**src/design/ced_queue.sv**
```systemverilog
// Small first-word-fall-through queue with an occupancy count.
module ced_queue #(
    parameter int WIDTH = 8,
    parameter int DEPTH = 4
) (
    input  logic                       clk,
    input  logic                       rst_n,
    input  logic                       wr_en,
    input  logic [WIDTH-1:0]           wr_data,
    input  logic                       rd_en,
    output logic [WIDTH-1:0]           rd_data,
    output logic [$clog2(DEPTH+1)-1:0] count,
    output logic                       empty
);

    localparam int PTR_W = $clog2(DEPTH);
    localparam int CNT_W = $clog2(DEPTH + 1);

    logic [WIDTH-1:0] store_reg [DEPTH];
    logic [PTR_W-1:0] wr_ptr_reg;
    logic [PTR_W-1:0] rd_ptr_reg;
    logic [CNT_W-1:0] count_reg;

    always_ff @(posedge clk)
    begin
        if (wr_en)
        begin
            store_reg[wr_ptr_reg] <= wr_data;
        end
    end

    always_ff @(posedge clk or negedge rst_n)
    begin
        if (!rst_n)
        begin
            wr_ptr_reg <= '0;
            rd_ptr_reg <= '0;
            count_reg  <= '0;
        end
        else
        begin
            if (wr_en)
            begin
                wr_ptr_reg <= (wr_ptr_reg == PTR_W'(DEPTH - 1)) ? '0 : wr_ptr_reg + PTR_W'(1);
            end
            if (rd_en)
            begin
                rd_ptr_reg <= (rd_ptr_reg == PTR_W'(DEPTH - 1)) ? '0 : rd_ptr_reg + PTR_W'(1);
            end
            if (wr_en && !rd_en)
            begin
                count_reg <= count_reg + CNT_W'(1);
            end
            else if (rd_en && !wr_en)
            begin
                count_reg <= count_reg - CNT_W'(1);
            end
        end
    end

    assign rd_data = store_reg[rd_ptr_reg];
    assign count   = count_reg;
    assign empty   = (count_reg == '0);

endmodule

```
**config.mk**
```make
export PLATFORM = sky130hd
export DESIGN_NAME = ced_queue
export DESIGN_NICKNAME = d
export VERILOG_FILES = /design/src/design/ced_queue.sv
export SDC_FILE = /design/constraint.sdc
export NUM_CORES = 1
export LEC_CHECK = 0
export BUFFER_PORTS_ARGS = -buffer_cell sky130_fd_sc_hd__buf_2
export CORE_UTILIZATION = 24
export DETAILED_ROUTE_END_ITERATION = 10
export HOLD_SLACK_MARGIN = 0.1
export PLACE_DENSITY = 0.4
export SLEW_MARGIN = 20
export SYNTH_ARGS = -nofsm -noshare
export SYNTH_HDL_FRONTEND = slang
export SYNTH_SLANG_ARGS = --single-unit
export TNS_END_PERCENT = 100
```
**constraint.sdc**
```tcl
create_clock -name clk -period 1.4 [get_ports clk]
set_input_delay 0.14 -clock clk [delete_from_list [all_inputs] [get_ports clk]]
set_output_delay 0.14 -clock clk [all_outputs]
set_load 0.02 [all_outputs]
```
==> reports/qor.txt <==
CTS root buffer - clkbuf_8
design area - 0.002157 mm^2
CTS tree - built
max_cap viols - 0
top cell type's share of synthesized area - 61.59%
Crit Path Category - register to output pin
Num CTS Buffers - 5
vias in the first global route - 864
arrival time at the worst endpoint - 1.50 ns
Worst Setup Slack, final - -0.2411 ns
Setup Skew - 0.008495 ns
GR Overflow Total - 0
Ys Warns - 0
final period utilization - 117.2%
Vias - 844
layout net count - 148
Gate Count Post-Synth - 78
switching pwr - 1.305 mW
ANT nets after route - 0
antenna cells - 0
Synth area leaders - edfxtp_1 62%, mux4_2 12%, dfrtp_1 11%, ha_1 4.8%, and2_1 1.6%
Power Density - 1905 mW/mm^2
endpoints failing setup - 8
RSZ-0062 raised after global routing - yes
Syn Area/Cell - 20.00 um^2
sequential share of power - 40.1%
layout cells sized above 1 - 43.08%
Pins Over Slew Limit - 0
Worst setup SP type - register
row count - 29
Synthesized Nets - 97
DRC - 0
failing checks - negative setup slack
dpl cell area - 0.001908 mm^2
Buffers on Ports - 23
Tmin final - 1.641 ns
Detailed Routing Iterations Pass 1 - 4
final std cells w/o fill - 207
Combinational Power Share - 42.0%
GR Util All Layers - 9.294%
clock share of power - 17.8%
Seq/Total Area, Yosys - 72.81%
vias per cell - 4.077
status - complete, but fails checks
cell-internal power - 2.804 mW
Initial Util - 24.71%
area of the core - 0.006314 mm^2
H-tree depth - 2
initial antenna violation count - 0
pin count of the biggest net entering global routing - 14
#FFs+latches synth - 39
Clock Latency Late Sink - 0.29 ns
CP required - 1.26 ns
Post-DP HPWL - 1.918 mm
Die Ht - 82.63 um
routed length per instance - 13.13 um
synthesis-to-layout area growth - 38.25%
Worst VDD drop - 0.001016 V
switching share of total power - 31.75%
Iteration-0 DRC Markers - 7
GPL Wtd Cong - 0.6580
routed wire length - 2.717 mm
Synth Cell Area - 0.001560 mm^2
Hold Fails Final Rpt - 0
Worst-path clk slew - 0.08 ns
area leader, netlist - edfxtp_1
crit end category - output pin
Post-Place Cells - 188
count of clock tree sinks - 39
clk buf depth - 2
Yosys cell types - 17
P_leak - 0.8199 nW
CP Max Fanout - 8
Die Wd - 82.63 um
pin slew with the least headroom to its limit - 0.1880 ns
f_max - 0.6093 GHz
first-pass GRT wire length - 4.326 mm
Rel. slew slack - 87.46%
io pins - 24
# fillers - 615
Hold WC Path Type - primary input to register
full die area - 0.006828 mm^2
max reg flops - 32
==> kinds of logic (layout without fill, tap and decap cells) <==
kind of cell               after synthesis  count (layout)  synth area share (%)
muxes                                   10              10                 12.99
xor gates and xnor gates                 3               3                 1.684
adders and majority gates                7               7                 6.095
AOI/OAI and AO/OA                        3               3                 1.203
and+or+nand+nor                         10              10                 3.208
buffers and inverters                    6              58                 2.004
DFF                                     39              39                 72.81
==> layout by cell type (no fill, tap or decap), drive strengths merged, types with 2 or more instances in the layout <==
cell type,count
mux2,2
nor3,2
dlygate4sd3,10
nand2,2
buf,36
clkinvlp,2
xor2,2
inv,4
mux4,8
and2,4
clkbuf,5
nor2,2
edfxtp,32
o21ai,2
ha,6
dfrtp,7
==> what timing repair did <==
item | in CTS | in global routing
gates resized for setup | 16 | 1
setup buffers | 0 | 1
endpoints found under the setup margin | 8 | 9
hold endpoints to repair | 40 | 0
hold buffers | 10 | 0
pin swaps | 0 | 2
==> per-layer routing <==
| layer | vias up | GRT usage (%) | part of all wire [%] |
|---|---|---|---|
| li1 | 396 | - | - |
| met1 | 420 | 10.63 | 44 |
| met2 | 23 | 15.21 | 49 |
| met3 | 5 | 3.187 | 5.0 |
| met4 | 0 | 5.172 | 1.6 |
| met5 | - | 0 | 0 |
==> power groups by stage <==
stage | Sequential, mW | Clock (mW) | Combinational, mW
CTS | 1.66 | 0.765 | 1.74
finish | 1.65 | 0.733 | 1.73
global route | 1.68 | 0.806 | 1.88
global placement | 1.67 | 0 | 1.51
floorplan | 1.70 | 0 | 0.858
detailed placement | 1.68 | 0 | 1.52
==> cell usage after synthesis <==
library cell and number:
edfxtp_1 32, mux4_2 8, dfrtp_1 7, ha_1 6, and2_1 4, inv_1 4
mux2_2 2, nand2_1 2, nor2_1 2, nor3_1 2, o21ai_0 2, xor2_1 2
a21o_2 1, buf_2 1, buf_6 1, fa_1 1, xnor2_1 1
==> path summary, 6_finish.rpt <==
path,from,to,slack (ns),cells past startpoint
hold reg to reg,count[2]$_DFFE_PN0P_,count[2]$_DFFE_PN0P_,0.50,1
min in group asynchronous,rst_n,count[0]$_DFFE_PN0P_,0.22,2
setup reg to reg,count[0]$_DFFE_PN0P_,count[2]$_DFFE_PN0P_,0.10,4
max in group asynchronous,rst_n,wr_ptr_reg[0]$_DFFE_PN0P_,1.01,2
hold / removal,wr_en,wr_ptr_reg[0]$_DFFE_PN0P_,0.21,3
setup / recovery,rd_ptr_reg[0]$_DFFE_PN0P_,rd_data[0],-0.24,3
==> worst max-delay path, cell delays in order (launching register included) <==
cell	delay [ns]
dfrtp_1	0.39
buf_12	0.15
mux4_2	0.52
buf_6	0.15
==> area by class of cell <==
class                           count  area, um^2  area share (%)
Inverter                            4       15.01          0.6961
Timing Repair Buffer               46       425.4           19.72
Clock buffer                        5       68.82           3.190
Tap cell                           77       96.34           4.466
Sequential cell                    39        1136           52.67
Multi-Input combinational cell     33       395.4           18.33
Clock inverter                      3       20.02          0.9281
==> metrics by stage <==
step           hold WS [ns]  TNS [ns]  total power, mW  util, %  setup WS (ns)
4_1_cts              0.1978    -2.096            4.165    34.01        -0.2748
6_report             0.2106    -1.852            4.108    34.17        -0.2411
5_1_grt              0.2133    -2.391            4.365    34.17        -0.3202
2_1_floorplan       -0.1556         0            2.562        -        0.01045
3_3_place_gp       -0.01607  -0.02498            3.177    30.22       -0.02498
3_5_place_dp      -0.008834  -0.03504            3.201    30.22       -0.03504
Power figures use the tool's default switching activity.
