File: config.mk
export PLATFORM = sky130hd
export DESIGN_NAME = ced_back
export DESIGN_NICKNAME = d
export VERILOG_FILES = /design/src/design/ced_pkg.sv /design/src/design/ced_back.sv
export SDC_FILE = /design/constraint.sdc
export NUM_CORES = 1
export LEC_CHECK = 0
export BUFFER_PORTS_ARGS = -buffer_cell sky130_fd_sc_hd__buf_2
export CAP_MARGIN = 20
export CORE_ASPECT_RATIO = 1.5
export CORE_MARGIN = 3
export CORE_UTILIZATION = 56
export CTS_CLUSTER_SIZE = 10
export DETAILED_ROUTE_END_ITERATION = 7
export GPL_ROUTABILITY_DRIVEN = 0
export PLACE_DENSITY = 0.76
export SLEW_MARGIN = 20
export SYNTH_ARGS = -nofsm -noshare
export SYNTH_HDL_FRONTEND = slang
export SYNTH_SLANG_ARGS = --single-unit
File: constraint.sdc
create_clock -name clk -period 8.5 [get_ports clk]
set_input_delay 0.85 -clock clk [delete_from_list [all_inputs] [get_ports clk]]
set_output_delay 0.85 -clock clk [all_outputs]
set_load 0.01 [all_outputs]
File: src/design/ced_pkg.sv
// Shared types, constants and codes for the compass edge detector.
package ced_pkg;

    localparam int PIX_W     = 8;
    localparam int MAG_W     = 10;
    localparam int THR_W     = 10;
    localparam int IMG_W_W   = 10;
    localparam int IMG_H_W   = 13;
    localparam int RESP_W    = 11;
    localparam int CFG_IDX_W = 2;
    localparam int CFG_DATA_W = 13;

    localparam int MAX_WIDTH_DEF    = 512;
    localparam int QUEUE_DEPTH_DEF  = 4;
    localparam int RESULT_DEPTH_DEF = 4;
    localparam int MIN_DIM          = 3;
    localparam int MAX_HEIGHT       = 4096;

    localparam logic [THR_W-1:0]   THRESHOLD_RESET = THR_W'(43);
    localparam logic [IMG_W_W-1:0] WIDTH_RESET     = IMG_W_W'(512);
    localparam logic [IMG_H_W-1:0] HEIGHT_RESET    = IMG_H_W'(512);

    localparam logic [PIX_W-1:0] EDGE_OUT    = PIX_W'(0);
    localparam logic [PIX_W-1:0] NO_EDGE_OUT = PIX_W'(255);

    localparam logic OP_PIXEL = 1'b0;
    localparam logic OP_FLUSH = 1'b1;

    localparam logic [CFG_IDX_W-1:0] REG_THRESHOLD = CFG_IDX_W'(0);
    localparam logic [CFG_IDX_W-1:0] REG_WIDTH     = CFG_IDX_W'(1);
    localparam logic [CFG_IDX_W-1:0] REG_HEIGHT    = CFG_IDX_W'(2);

    typedef struct packed {
        logic             op;
        logic [PIX_W-1:0] pixel_in;
    } in_item_t;

    typedef struct packed {
        logic [PIX_W-1:0] edge_pixel;
        logic [MAG_W-1:0] magnitude;
        logic             last_in_run;
    } out_item_t;

    typedef struct packed {
        logic [IMG_W_W-1:0] image_width;
        logic [IMG_H_W-1:0] image_height;
    } frame_cfg_t;

    // window indexed [row][column], row 0 on top, column 0 on the left
    typedef struct packed {
        logic [2:0][2:0][PIX_W-1:0] win;
        logic                       emit_mid;
        logic                       emit_edge;
    } win_rec_t;

    typedef enum logic {
        PH_FIRST,
        PH_SECOND
    } back_phase_t;

endpackage

File: src/design/ced_back.sv
// Back end: compass kernels, max, threshold; one result per cycle unless stalled.
module ced_back
    import ced_pkg::*;
#(
    parameter int RESULT_DEPTH = RESULT_DEPTH_DEF
) (
    input  logic                              clk,
    input  logic                              rst_n,
    input  logic [THR_W-1:0]                  threshold,
    input  logic                              q_empty,
    input  win_rec_t                          q_data,
    output logic                              q_pop,
    input  logic [$clog2(RESULT_DEPTH+1)-1:0] r_count,
    output logic                              r_push,
    output out_item_t                         r_data
);

    localparam int RC_W = $clog2(RESULT_DEPTH + 1);

    back_phase_t phase_reg, phase_next;

    logic issue, sel_edge, res_last;
    logic signed [RESP_W-1:0] p [3][3];
    logic signed [RESP_W-1:0] east, north, ne, nw;

    logic                     b1_valid_reg;
    logic                     b1_last_reg;
    logic signed [RESP_W-1:0] resp_reg [4];

    logic                     b2_valid_reg;
    logic                     b2_last_reg;
    logic [MAG_W-1:0]         abs_reg [4];

    logic [MAG_W-1:0] max_a, max_b, mag;

    assign issue = !q_empty && (((RC_W + 1)'(r_count) + (RC_W + 1)'(b1_valid_reg)
                   + (RC_W + 1)'(b2_valid_reg)) < (RC_W + 1)'(RESULT_DEPTH));

    always_comb
    begin
        phase_next = phase_reg;
        case (phase_reg)
            PH_FIRST:
            begin
                if (issue && q_data.emit_mid && q_data.emit_edge)
                    phase_next = PH_SECOND;
            end
            PH_SECOND:
            begin
                if (issue)
                    phase_next = PH_FIRST;
            end
            default:
            begin
                phase_next = PH_FIRST;
            end
        endcase
    end

    always_comb
    begin
        case (phase_reg)
            PH_FIRST:
            begin
                sel_edge = !q_data.emit_mid;
                res_last = !(q_data.emit_mid && q_data.emit_edge);
                q_pop    = issue && !(q_data.emit_mid && q_data.emit_edge);
            end
            PH_SECOND:
            begin
                sel_edge = 1'b1;
                res_last = 1'b1;
                q_pop    = issue;
            end
            default:
            begin
                sel_edge = 1'b0;
                res_last = 1'b0;
                q_pop    = 1'b0;
            end
        endcase
    end

    // right-edge result replicates the last column
    always_comb
    begin
        for (int r = 0; r < 3; r++)
        begin
            p[r][0] = signed'(RESP_W'(sel_edge ? q_data.win[r][1] : q_data.win[r][0]));
            p[r][1] = signed'(RESP_W'(sel_edge ? q_data.win[r][2] : q_data.win[r][1]));
            p[r][2] = signed'(RESP_W'(q_data.win[r][2]));
        end
        east  = (p[0][2] + p[1][2] + p[1][2] + p[2][2])
              - (p[0][0] + p[1][0] + p[1][0] + p[2][0]);
        north = (p[0][0] + p[0][1] + p[0][1] + p[0][2])
              - (p[2][0] + p[2][1] + p[2][1] + p[2][2]);
        ne    = (p[0][2] + p[0][2] + p[0][1] + p[1][2])
              - (p[1][0] + p[2][1] + p[2][0] + p[2][0]);
        nw    = (p[0][0] + p[0][0] + p[0][1] + p[1][0])
              - (p[1][2] + p[2][1] + p[2][2] + p[2][2]);
    end

    always_ff @(posedge clk or negedge rst_n)
    begin
        if (!rst_n)
        begin
            phase_reg    <= PH_FIRST;
            b1_valid_reg <= 1'b0;
            b2_valid_reg <= 1'b0;
        end
        else
        begin
            phase_reg    <= phase_next;
            b1_valid_reg <= issue;
            b2_valid_reg <= b1_valid_reg;
        end
    end

    always_ff @(posedge clk)
    begin
        if (issue)
        begin
            b1_last_reg <= res_last;
            resp_reg[0] <= east;
            resp_reg[1] <= north;
            resp_reg[2] <= ne;
            resp_reg[3] <= nw;
        end
        if (b1_valid_reg)
        begin
            b2_last_reg <= b1_last_reg;
            for (int k = 0; k < 4; k++)
            begin
                abs_reg[k] <= resp_reg[k][RESP_W-1] ? MAG_W'(-resp_reg[k])
                                                    : MAG_W'(resp_reg[k]);
            end
        end
    end

    always_comb
    begin
        max_a = (abs_reg[1] > abs_reg[0]) ? abs_reg[1] : abs_reg[0];
        max_b = (abs_reg[3] > abs_reg[2]) ? abs_reg[3] : abs_reg[2];
        mag   = (max_b > max_a) ? max_b : max_a;
    end

    assign r_push             = b2_valid_reg;
    assign r_data.magnitude   = mag;
    assign r_data.edge_pixel  = (mag >= threshold) ? EDGE_OUT : NO_EDGE_OUT;
    assign r_data.last_in_run = b2_last_reg;

endmodule

==> results.txt, run 1 <==
- Design area: 11,100 um2
- The initialized floorplan defines 59 standard-cell rows.
* Critical register-to-register path startpoint: phase_reg$_DFF_PN0_
- Area fraction in and, or, nand and nor cells after synthesis: 6.71%
- Total setup buffers inserted after CTS: 0
* Max_slew headroom: 39.4%
* Proportion of layout cells with a drive suffix above 1: 14.6%
* Max IR drop VDD: 202 uV
- The initial utilization of the core area, before any placement, comes to 57.4%.
* Final Worst Setup Slack: 1.40 ns
- Hold timing on the final database bottoms out at a slack of 0.296 ns.
- The library cell used most frequently in the layout, excluding fill and tap cells, is sky130_fd_sc_hd__inv_1.
* Signed area change from the synthesized netlist to the final layout: 10.7%
- Maximum level of the CTS H-tree: 3
- In this run, post-CTS repair resized a total of 0 instances.
- Total of endpoints with negative setup slack in the final report: 0
- Max-slew violation total from the final report: 0
* Floorplan die area: 19,600 um2
- Status: completed
- Sequential area share after synthesis: 26.5%
* Detailed Routing Iterations Pass 1: 8
- Global routing finished with a remaining overflow of 0.
* Synthesized area per cell: 10.6 um2
- Counting flops with a built-in enable in the synthesized netlist gives 86.
- The floorplan step set the die height to 170 um.
* Clock sinks: 89
- The routed design has 22,200 um of wire.
- Number of CTS-inserted buffers: 9
* Multiplexer share of the synthesized area: 5.79%
- Number of I/O pins: 111
- Area of the core: 17,500 um2
* I/O Buffers: 110
- At the later pin of the worst-skew pair, clock insertion delay measures 0.34 ns.
- By area, the combinational part of the netlist is dominated by adder cells.
- After layout, the worst path uses 83.6% of the clock period.
- Dividing total power by cell area gives a power density of 421 nW/um2.
- The final layout contains 1,372 nets.
- Number of warnings issued by yosys: 0
- Synth top area share: 25.7%
- Flip-flop count of the largest register after layout: 44
- Before CTS, the worst setup slack after placement is 1.82 ns.
- The worst setup path is captured at an output pin.
* Number of standard cells after synthesis: 943
* Leading cell types by total area after synthesis: sky130_fd_sc_hd__edfxtp_1, sky130_fd_sc_hd__fa_1, sky130_fd_sc_hd__ha_1
- The tool flagged a number of max-cap violations equal to 0.
- Min cycle time layout: 7.10 ns
* Max Clk Rate: 141 MHz
- Crit path max fanout: 11
* Chip Width: 115 um
- After the first detailed-routing iteration, the DRC count stood at 298.
- Register clock-pin slew on the reported worst setup and hold paths: 0.07 ns
* Share of the synthesized netlist area taken by xor and xnor gates: 5.59%
- Number of distinct library cell variants in the gate-level netlist after synthesis: 45
* Final count of hold timing violations: 0
* Util after Layout: 63.5%
- Worst Path Class, Setup: register to output pin
- The biggest area contributor in the post-synthesis netlist is sky130_fd_sc_hd__edfxtp_1.
- 0 antenna diodes ended up in the layout.
- In this run the clock root is driven by a sky130_fd_sc_hd__clkbuf_16.
* Synth Register Bits: 89
* Slowest stage cell, crit path: sky130_fd_sc_hd__a31oi_1
- Highest-count cells in the layout ignoring fill and taps: sky130_fd_sc_hd__inv_1, sky130_fd_sc_hd__fa_1, sky130_fd_sc_hd__buf_2
* Post-synthesis compound-gate area fraction: 7.77%
- After synthesis the cells add up to 10,000 um2.
- In the routed layout, each cell is associated on average with a via count of 5.45.
* Required time at the worst-slack endpoint: 7.65 ns
- Setup skew after layout: 0.00666 ns
- TritonCTS clock tree: yes
- The worst setup path is launched from a register.
* GRT Total Usage: 23.6%
* HP Class: primary input to asynchronous set/reset pin
* Most used cell along the critical path: sky130_fd_sc_hd__a21o_1
* Largest net degree at the start of global routing: 47
- Setup Total Neg Slack: 0 ns
- Detailed placement ended at an HPWL of 19,200 um.
- First element of the critical path: abs_reg[1][5]$_DFFE_PP_
- Setup repair after global routing missed its margin: false
- The most used flip-flop cell after synthesis is sky130_fd_sc_hd__edfxtp_1.
- Proportion of register bits with asynchronous set or reset after synthesis: 3.37%
- On the worst path, the slowest cell contributes a delay of 0.61 ns.
* Routed vias: 6,915
* Area share of fa/ha/maj cells after synthesis: 38.4%
- In this run the remaining antenna-violating nets after routing total 0.
- The first global-routing pass estimated 35,200 um of wire.
- The number of antenna violations at the first check in global routing was 0.
* Slew at the pin closest to its max-slew limit: 0.899 ns
* Max Root-Sink Buffers: 2
- Residual DRC: 0
* Standby leakage power: 5.31 nW
- Net count of the mapped netlist: 1,265
- Post-detailed-placement cell area: 10,800 um2
* Cts-stage hold buffer count: 0
- The via count of the first global-routing pass was 7,418.
* Average wire length per cell after detail routing: 17.5 um
* Arrival time worst endpoint: 6.25 ns
* Worst path cell trace: ha_1, nand4_1, a211oi_1, a2111oi_0, a31oi_1, buf_4, mux2i_1, ha_1, a21o_1, a21o_1, a2111oi_0, a31oi_1, buf_4, mux2_2, ha_1, nand2b_1, a21o_1, a21o_1, a21oi_1, o21ai_0, a311oi_1, buf_2
==> metal layers <==
layer	global-route usage (%)	vias to the layer above	part of all wire, %	routed length [um]
li1	-	3282	-	-
met1	25.8	3335	37	8190
met2	43.6	234	53	11800
met3	1.92	64	3.9	878
met4	14.1	0	6.1	1360
met5	0	-	0	0
==> power breakdown <==
part / switching [mW] / leakage (nW) / internal (mW)
registers: 0.125 / 0.841 / 0.854
logic: 1.77 / 4.31 / 1.50
clock network: 0.166 / 0.153 / 0.258
==> cells in the mapped netlist, types with 3 or more instances <==
library cell	count
sky130_fd_sc_hd__edfxtp_1	86
sky130_fd_sc_hd__a21o_1	13
sky130_fd_sc_hd__a211oi_1	6
sky130_fd_sc_hd__nor2b_1	7
sky130_fd_sc_hd__xor2_1	9
sky130_fd_sc_hd__fa_1	126
sky130_fd_sc_hd__clkbuf_1	9
sky130_fd_sc_hd__a2111oi_0	4
sky130_fd_sc_hd__a21oi_1	27
sky130_fd_sc_hd__dfrtp_1	3
sky130_fd_sc_hd__nor3_1	12
sky130_fd_sc_hd__a21boi_0	3
sky130_fd_sc_hd__inv_1	215
sky130_fd_sc_hd__nand3_1	6
sky130_fd_sc_hd__mux2_2	13
sky130_fd_sc_hd__o21bai_1	4
sky130_fd_sc_hd__o41a_1	3
sky130_fd_sc_hd__xnor2_1	55
sky130_fd_sc_hd__nand4_1	6
sky130_fd_sc_hd__nand2b_1	7
sky130_fd_sc_hd__nor2_1	46
sky130_fd_sc_hd__o21a_1	6
sky130_fd_sc_hd__buf_2	3
sky130_fd_sc_hd__nand2_1	49
sky130_fd_sc_hd__ha_1	106
sky130_fd_sc_hd__o31ai_1	14
sky130_fd_sc_hd__buf_4	9
sky130_fd_sc_hd__or3_1	8
sky130_fd_sc_hd__mux2i_1	42
sky130_fd_sc_hd__o21ai_0	24
sky130_fd_sc_hd__a31oi_1	3
==> critical path: cells and delay by family (launching register included) <==
kind	cells	cell delay [ns]
flops	1	0.40
fa+ha+maj	3	0.90
compound gates	12	3.00
simple gates	2	0.28
buf+inv	3	0.76
mux	2	0.56
==> cell type report <==
cell class,count,area (um2)
clock inverters,7,93.8
fillers,1371,6380
clock buffers,9,225
inverters,215,807
repair buffers,118,611
well taps,213,267
multi-input cells,617,6450
flip-flops and latches,89,2660
==> through the flow <==
| stage | power, mW | std cells |
|---|---|---|
| 6_report | 4.67 | 1268 |
| 5_1_grt | 5.16 | 1268 |
| 4_1_cts | 4.71 | 1268 |
| 3_5_place_dp | 4.25 | 1252 |
| 3_3_place_gp | 4.15 | 1252 |
| 2_1_floorplan | 3.51 | 943 |
==> path summary, 6_finish.rpt <==
path,cells past startpoint,to,slack [ns]
setup / recovery,22,r_data[17],1.40
hold / removal,1,r_push$_DFF_PN0_,0.30
setup reg to reg,18,resp_reg[0][10]$_DFFE_PP_,2.46
hold reg to reg,0,b2_last_reg$_DFFE_PP_,0.44
max in group asynchronous,1,b1_valid_reg$_DFF_PN0_,8.10
min in group clk,0,b2_last_reg$_DFFE_PP_,0.44
==> logic make-up after synthesis <==
group / Yosys count
buf+inv: 237
compound gates: 117
simple gates: 148
xor+xnor: 64
fa+ha+maj: 232
flops: 89
mux: 56
No activity file was read; power rests on OpenSTA's default activity.
==> inputs of run 2 (changes only) <==
--- a/config.mk
+++ b/config.mk
@@ -9,11 +9,11 @@
 export CAP_MARGIN = 20
 export CORE_ASPECT_RATIO = 1.5
 export CORE_MARGIN = 3
-export CORE_UTILIZATION = 56
+export CORE_UTILIZATION = 55
 export CTS_CLUSTER_SIZE = 10
 export DETAILED_ROUTE_END_ITERATION = 7
 export GPL_ROUTABILITY_DRIVEN = 0
-export PLACE_DENSITY = 0.76
+export PLACE_DENSITY = 0.78
 export SLEW_MARGIN = 20
 export SYNTH_ARGS = -nofsm -noshare
 export SYNTH_HDL_FRONTEND = slang
==> constraint.sdc (replaced) <==
create_clock -name clk -period 6.16 [get_ports clk]
set_input_delay 0.616 -clock clk [delete_from_list [all_inputs] [get_ports clk]]
set_output_delay 0.616 -clock clk [all_outputs]
set_load 0.01 [all_outputs]
==> run 2 against run 1 <==
  * Clock skew down 0.0011 ns
  * Hold slack lost 0.23 ns
  * Global-route usage grew 0.23 points
  * Flip-flop and latch count unchanged
  * Cell count is 0.79% higher
  * Wire length up 0.79%
  * Cell area increased by 1.9%
  * Critical endpoint is now r_data[16]
  * Highest routed layer is now met5
==> results.txt, run 2 (synthesis results as in run 1) <==
- The flow ran to the end, and the final reports show no timing, DRC or antenna violations.
- Final cell count without fillers: 1,278 (+0.79%)
- The clock slew seen by the registers of the worst setup and hold paths was 0.07 ns (about the same).
* Area of combinational cells with multiple inputs: 6600 um2 (+2.3%)
- The overall routed net length is 22,400 um (+0.79%).
* Min cycle time layout: 5.93 ns
- Timing would allow up to 169 MHz.
- The count of final setup violators came to 0 (unchanged).
* Via count of the first global-routing pass: 7,437 (+0.26%)
* Util after Layout: 64.2% (+0.70 points)
- The via density per instance came to 5.47 (+0.29%).
* Setup skew after layout: 0.00560 ns (-0.00105 ns)
- The number of cells on the worst reg-to-reg path was 16 (-2).
* Detailed Routing Iterations Pass 1: 5 (-3)
- The number of sinks handled by clock tree synthesis was 89 (unchanged).
- The data required time of the critical path came to 5.54 ns (-2.11 ns).
- The pin slew with the least headroom to its limit was 0.754 ns (-0.145 ns).
- Global-route wire length before repair: 35,900 um (+2.0%)
- Flip-flop count of the largest register after layout: 44 (unchanged)
* Chip Width: 116 um (+0.86%)
* Largest net degree at the start of global routing: 47 (unchanged)
* Antenna diode instance count: 0 (unchanged)
- TritonCTS clock tree: yes
- The count of nets after finishing came to 1,382 (+0.73%).
- Placement row count: 59 (unchanged)
- HPWL reported at the end of detailed placement: 19,400 um (+1.0%)
- Die height: 171 um (+0.87%)
- Antenna violations before repair: 1 (+1)
- Violation count after the first detailed-routing iteration: 321 (+7.7%)
- Relative to the synthesized area, the layout overhead comes to 12.9%.
- The floorplan die area came to 19,900 um2 (+1.7%).
* Arrival time worst endpoint: 5.32 ns (-0.93 ns)
- The highest fanout seen on the critical path was 8 (-3).
- Max_slew headroom: 49.2% (+9.8 points)
- CTS placed an instance of sky130_fd_sc_hd__clkbuf_16 at the clock tree root.
- The worst setup path is of the register to output pin kind.
- Proportion of layout cells with a drive suffix above 1: 17.0% (+2.4 points)
* I/O Buffers: 110 (unchanged)
* Fraction of the cycle the final worst path needs: 96.3%
- Final count of hold timing violations: 0 (unchanged)
- The total grt overflow is 0 (unchanged).
- The clock insertion delay at the later pin of the skew report came to 0.34 ns (about the same).
- Crit. End Element: output pin
- Highest-count cells in the layout ignoring fill and taps: sky130_fd_sc_hd__inv_1, sky130_fd_sc_hd__fa_1, sky130_fd_sc_hd__buf_2
* Maxcap violations: 0 (unchanged)
* Kind of start point of the critical path: register
* Number of CTS-inserted buffers: 9 (unchanged)
* Placed insts: 1,254 (+0.16%)
- Max Root-Sink Buffers: 2 (unchanged)
- The final-report max-slew violation count is 0 (unchanged).
* Cts-stage hold buffer count: 0 (unchanged)
- The critical path starts at abs_reg[1][7]$_DFFE_PP_.
* Filler Cell Count: 1,353 (-1.3%)
* Leading cell type in the layout, fill and taps excluded: sky130_fd_sc_hd__inv_1
- The min-delay analysis places its worst path in the category primary input to asynchronous set/reset pin.
* Routed vias: 6,990 (+1.1%)
- Power density relative to cell area: 577 nW/um2 (+37%)
* GRT Total Usage: 23.8% (+0.23 points)
* Area of the core: 17,600 um2 (+0.84%)
- The peak ir drop on the vdd network was 284 uV (+41%).
- Antenna-violating nets left: 0 (unchanged)
* Residual DRC: 0 (unchanged)
- Critical register-to-register path startpoint: phase_reg$_DFF_PN0_
* Combined flip-flop and latch cell area: 2660 um2 (unchanged)
- Starting density of the core: 56.9% (-0.48 points)
* Number of I/O pins: 111 (unchanged)
* Average wire length per cell after detail routing: 17.5 um (about the same)
- Standby leakage power: 5.35 nW (+0.85%)
- Maximum level of the CTS H-tree: 3 (unchanged)
## run 2: cell count changes in the layout (fill, tap and decap cells not counted), moves of 4 or more
cell,before,now
sky130_fd_sc_hd__mux2i_4,0,9
sky130_fd_sc_hd__mux2i_1,42,29
sky130_fd_sc_hd__buf_4,8,16
sky130_fd_sc_hd__mux2i_2,1,5
## run 2: per-layer routing
metal | wire (um) | GRT usage, % | up-vias
met5 | 18 | 0 | -
met4 | 1510 | 16.0 | 2
met3 | 989 | 2.89 | 78
met2 | 11800 | 42.9 | 251
met1 | 8070 | 25.7 | 3352
li1 | - | - | 3307
## run 2: metrics by stage
step / power [mW] / TNS [ns] / cell area (um2) / hold slack (ns) / setup slack, ns
after floorplan: 4.85 / 0 / 10000 / 0.320 / 0.361
after global placement: 5.72 / 0 / 10800 / 0.418 / 0.270
after detailed placement: 5.89 / 0 / 10800 / 0.419 / 0.168
after CTS: 6.44 / 0 / 11100 / 0.0627 / 0.0392
after global routing: 7.22 / -0.385 / 11300 / 0.0560 / -0.0512
final: 6.53 / 0 / 11300 / 0.0705 / 0.229
## run 2: critical path, stage by stage (launching register included)
cell                        delay [ns]
sky130_fd_sc_hd__edfxtp_1         0.42
sky130_fd_sc_hd__ha_1             0.34
sky130_fd_sc_hd__nand4_1          0.17
sky130_fd_sc_hd__a211oi_1         0.27
sky130_fd_sc_hd__a2111oi_2        0.09
sky130_fd_sc_hd__a31oi_2          0.31
sky130_fd_sc_hd__buf_4            0.20
sky130_fd_sc_hd__mux2i_1          0.38
sky130_fd_sc_hd__ha_1             0.31
sky130_fd_sc_hd__nand4_1          0.12
sky130_fd_sc_hd__nor3_1           0.06
sky130_fd_sc_hd__a2111oi_0        0.37
sky130_fd_sc_hd__a31oi_1          0.12
sky130_fd_sc_hd__mux2_2           0.30
sky130_fd_sc_hd__ha_1             0.27
sky130_fd_sc_hd__nand2b_1         0.14
sky130_fd_sc_hd__a21o_1           0.17
sky130_fd_sc_hd__a21o_1           0.18
sky130_fd_sc_hd__a21oi_1          0.13
sky130_fd_sc_hd__o21ai_0          0.10
sky130_fd_sc_hd__a311oi_1         0.21
sky130_fd_sc_hd__buf_4            0.18
sky130_fd_sc_hd__buf_2            0.13
## run 2: repair_timing
item / in CTS / in global routing
endpoints found under the hold margin: 0 / 0
endpoints found under the setup margin: 8 / 8
cloned: 0 / 0
pin swaps: 0 / 4
resized for setup: 1 / 29
buffers inserted: 0 / 8
## run 2: final cells by class
cell class	count	share of cell area, %
multi-input combinational	617	58.2
sequential	89	23.5
inverter	215	7.12
timing repair buffer	128	6.27
tap	213	2.35
clock buffer	10	2.11
clock inverter	6	0.442
## run 2: final timing paths
| check | endpoint | slack [ns] |
|---|---|---|
| hold / removal | b1_valid_reg$_DFF_PN0_ | 0.07 |
| setup reg to reg | resp_reg[2][10]$_DFFE_PP_ | 0.48 |
| max in group asynchronous | r_push$_DFF_PN0_ | 5.96 |
| setup / recovery | r_data[16] | 0.23 |
| hold reg to reg | b2_last_reg$_DFFE_PP_ | 0.43 |
| min in group clk | b2_last_reg$_DFFE_PP_ | 0.43 |
## run 2: power breakdown
part | switching [mW] | internal, mW | total [mW]
Clock | 0.234 | 0.290 | 0.524
Sequential | 0.180 | 1.18 | 1.36
Combinational | 2.46 | 2.18 | 4.65
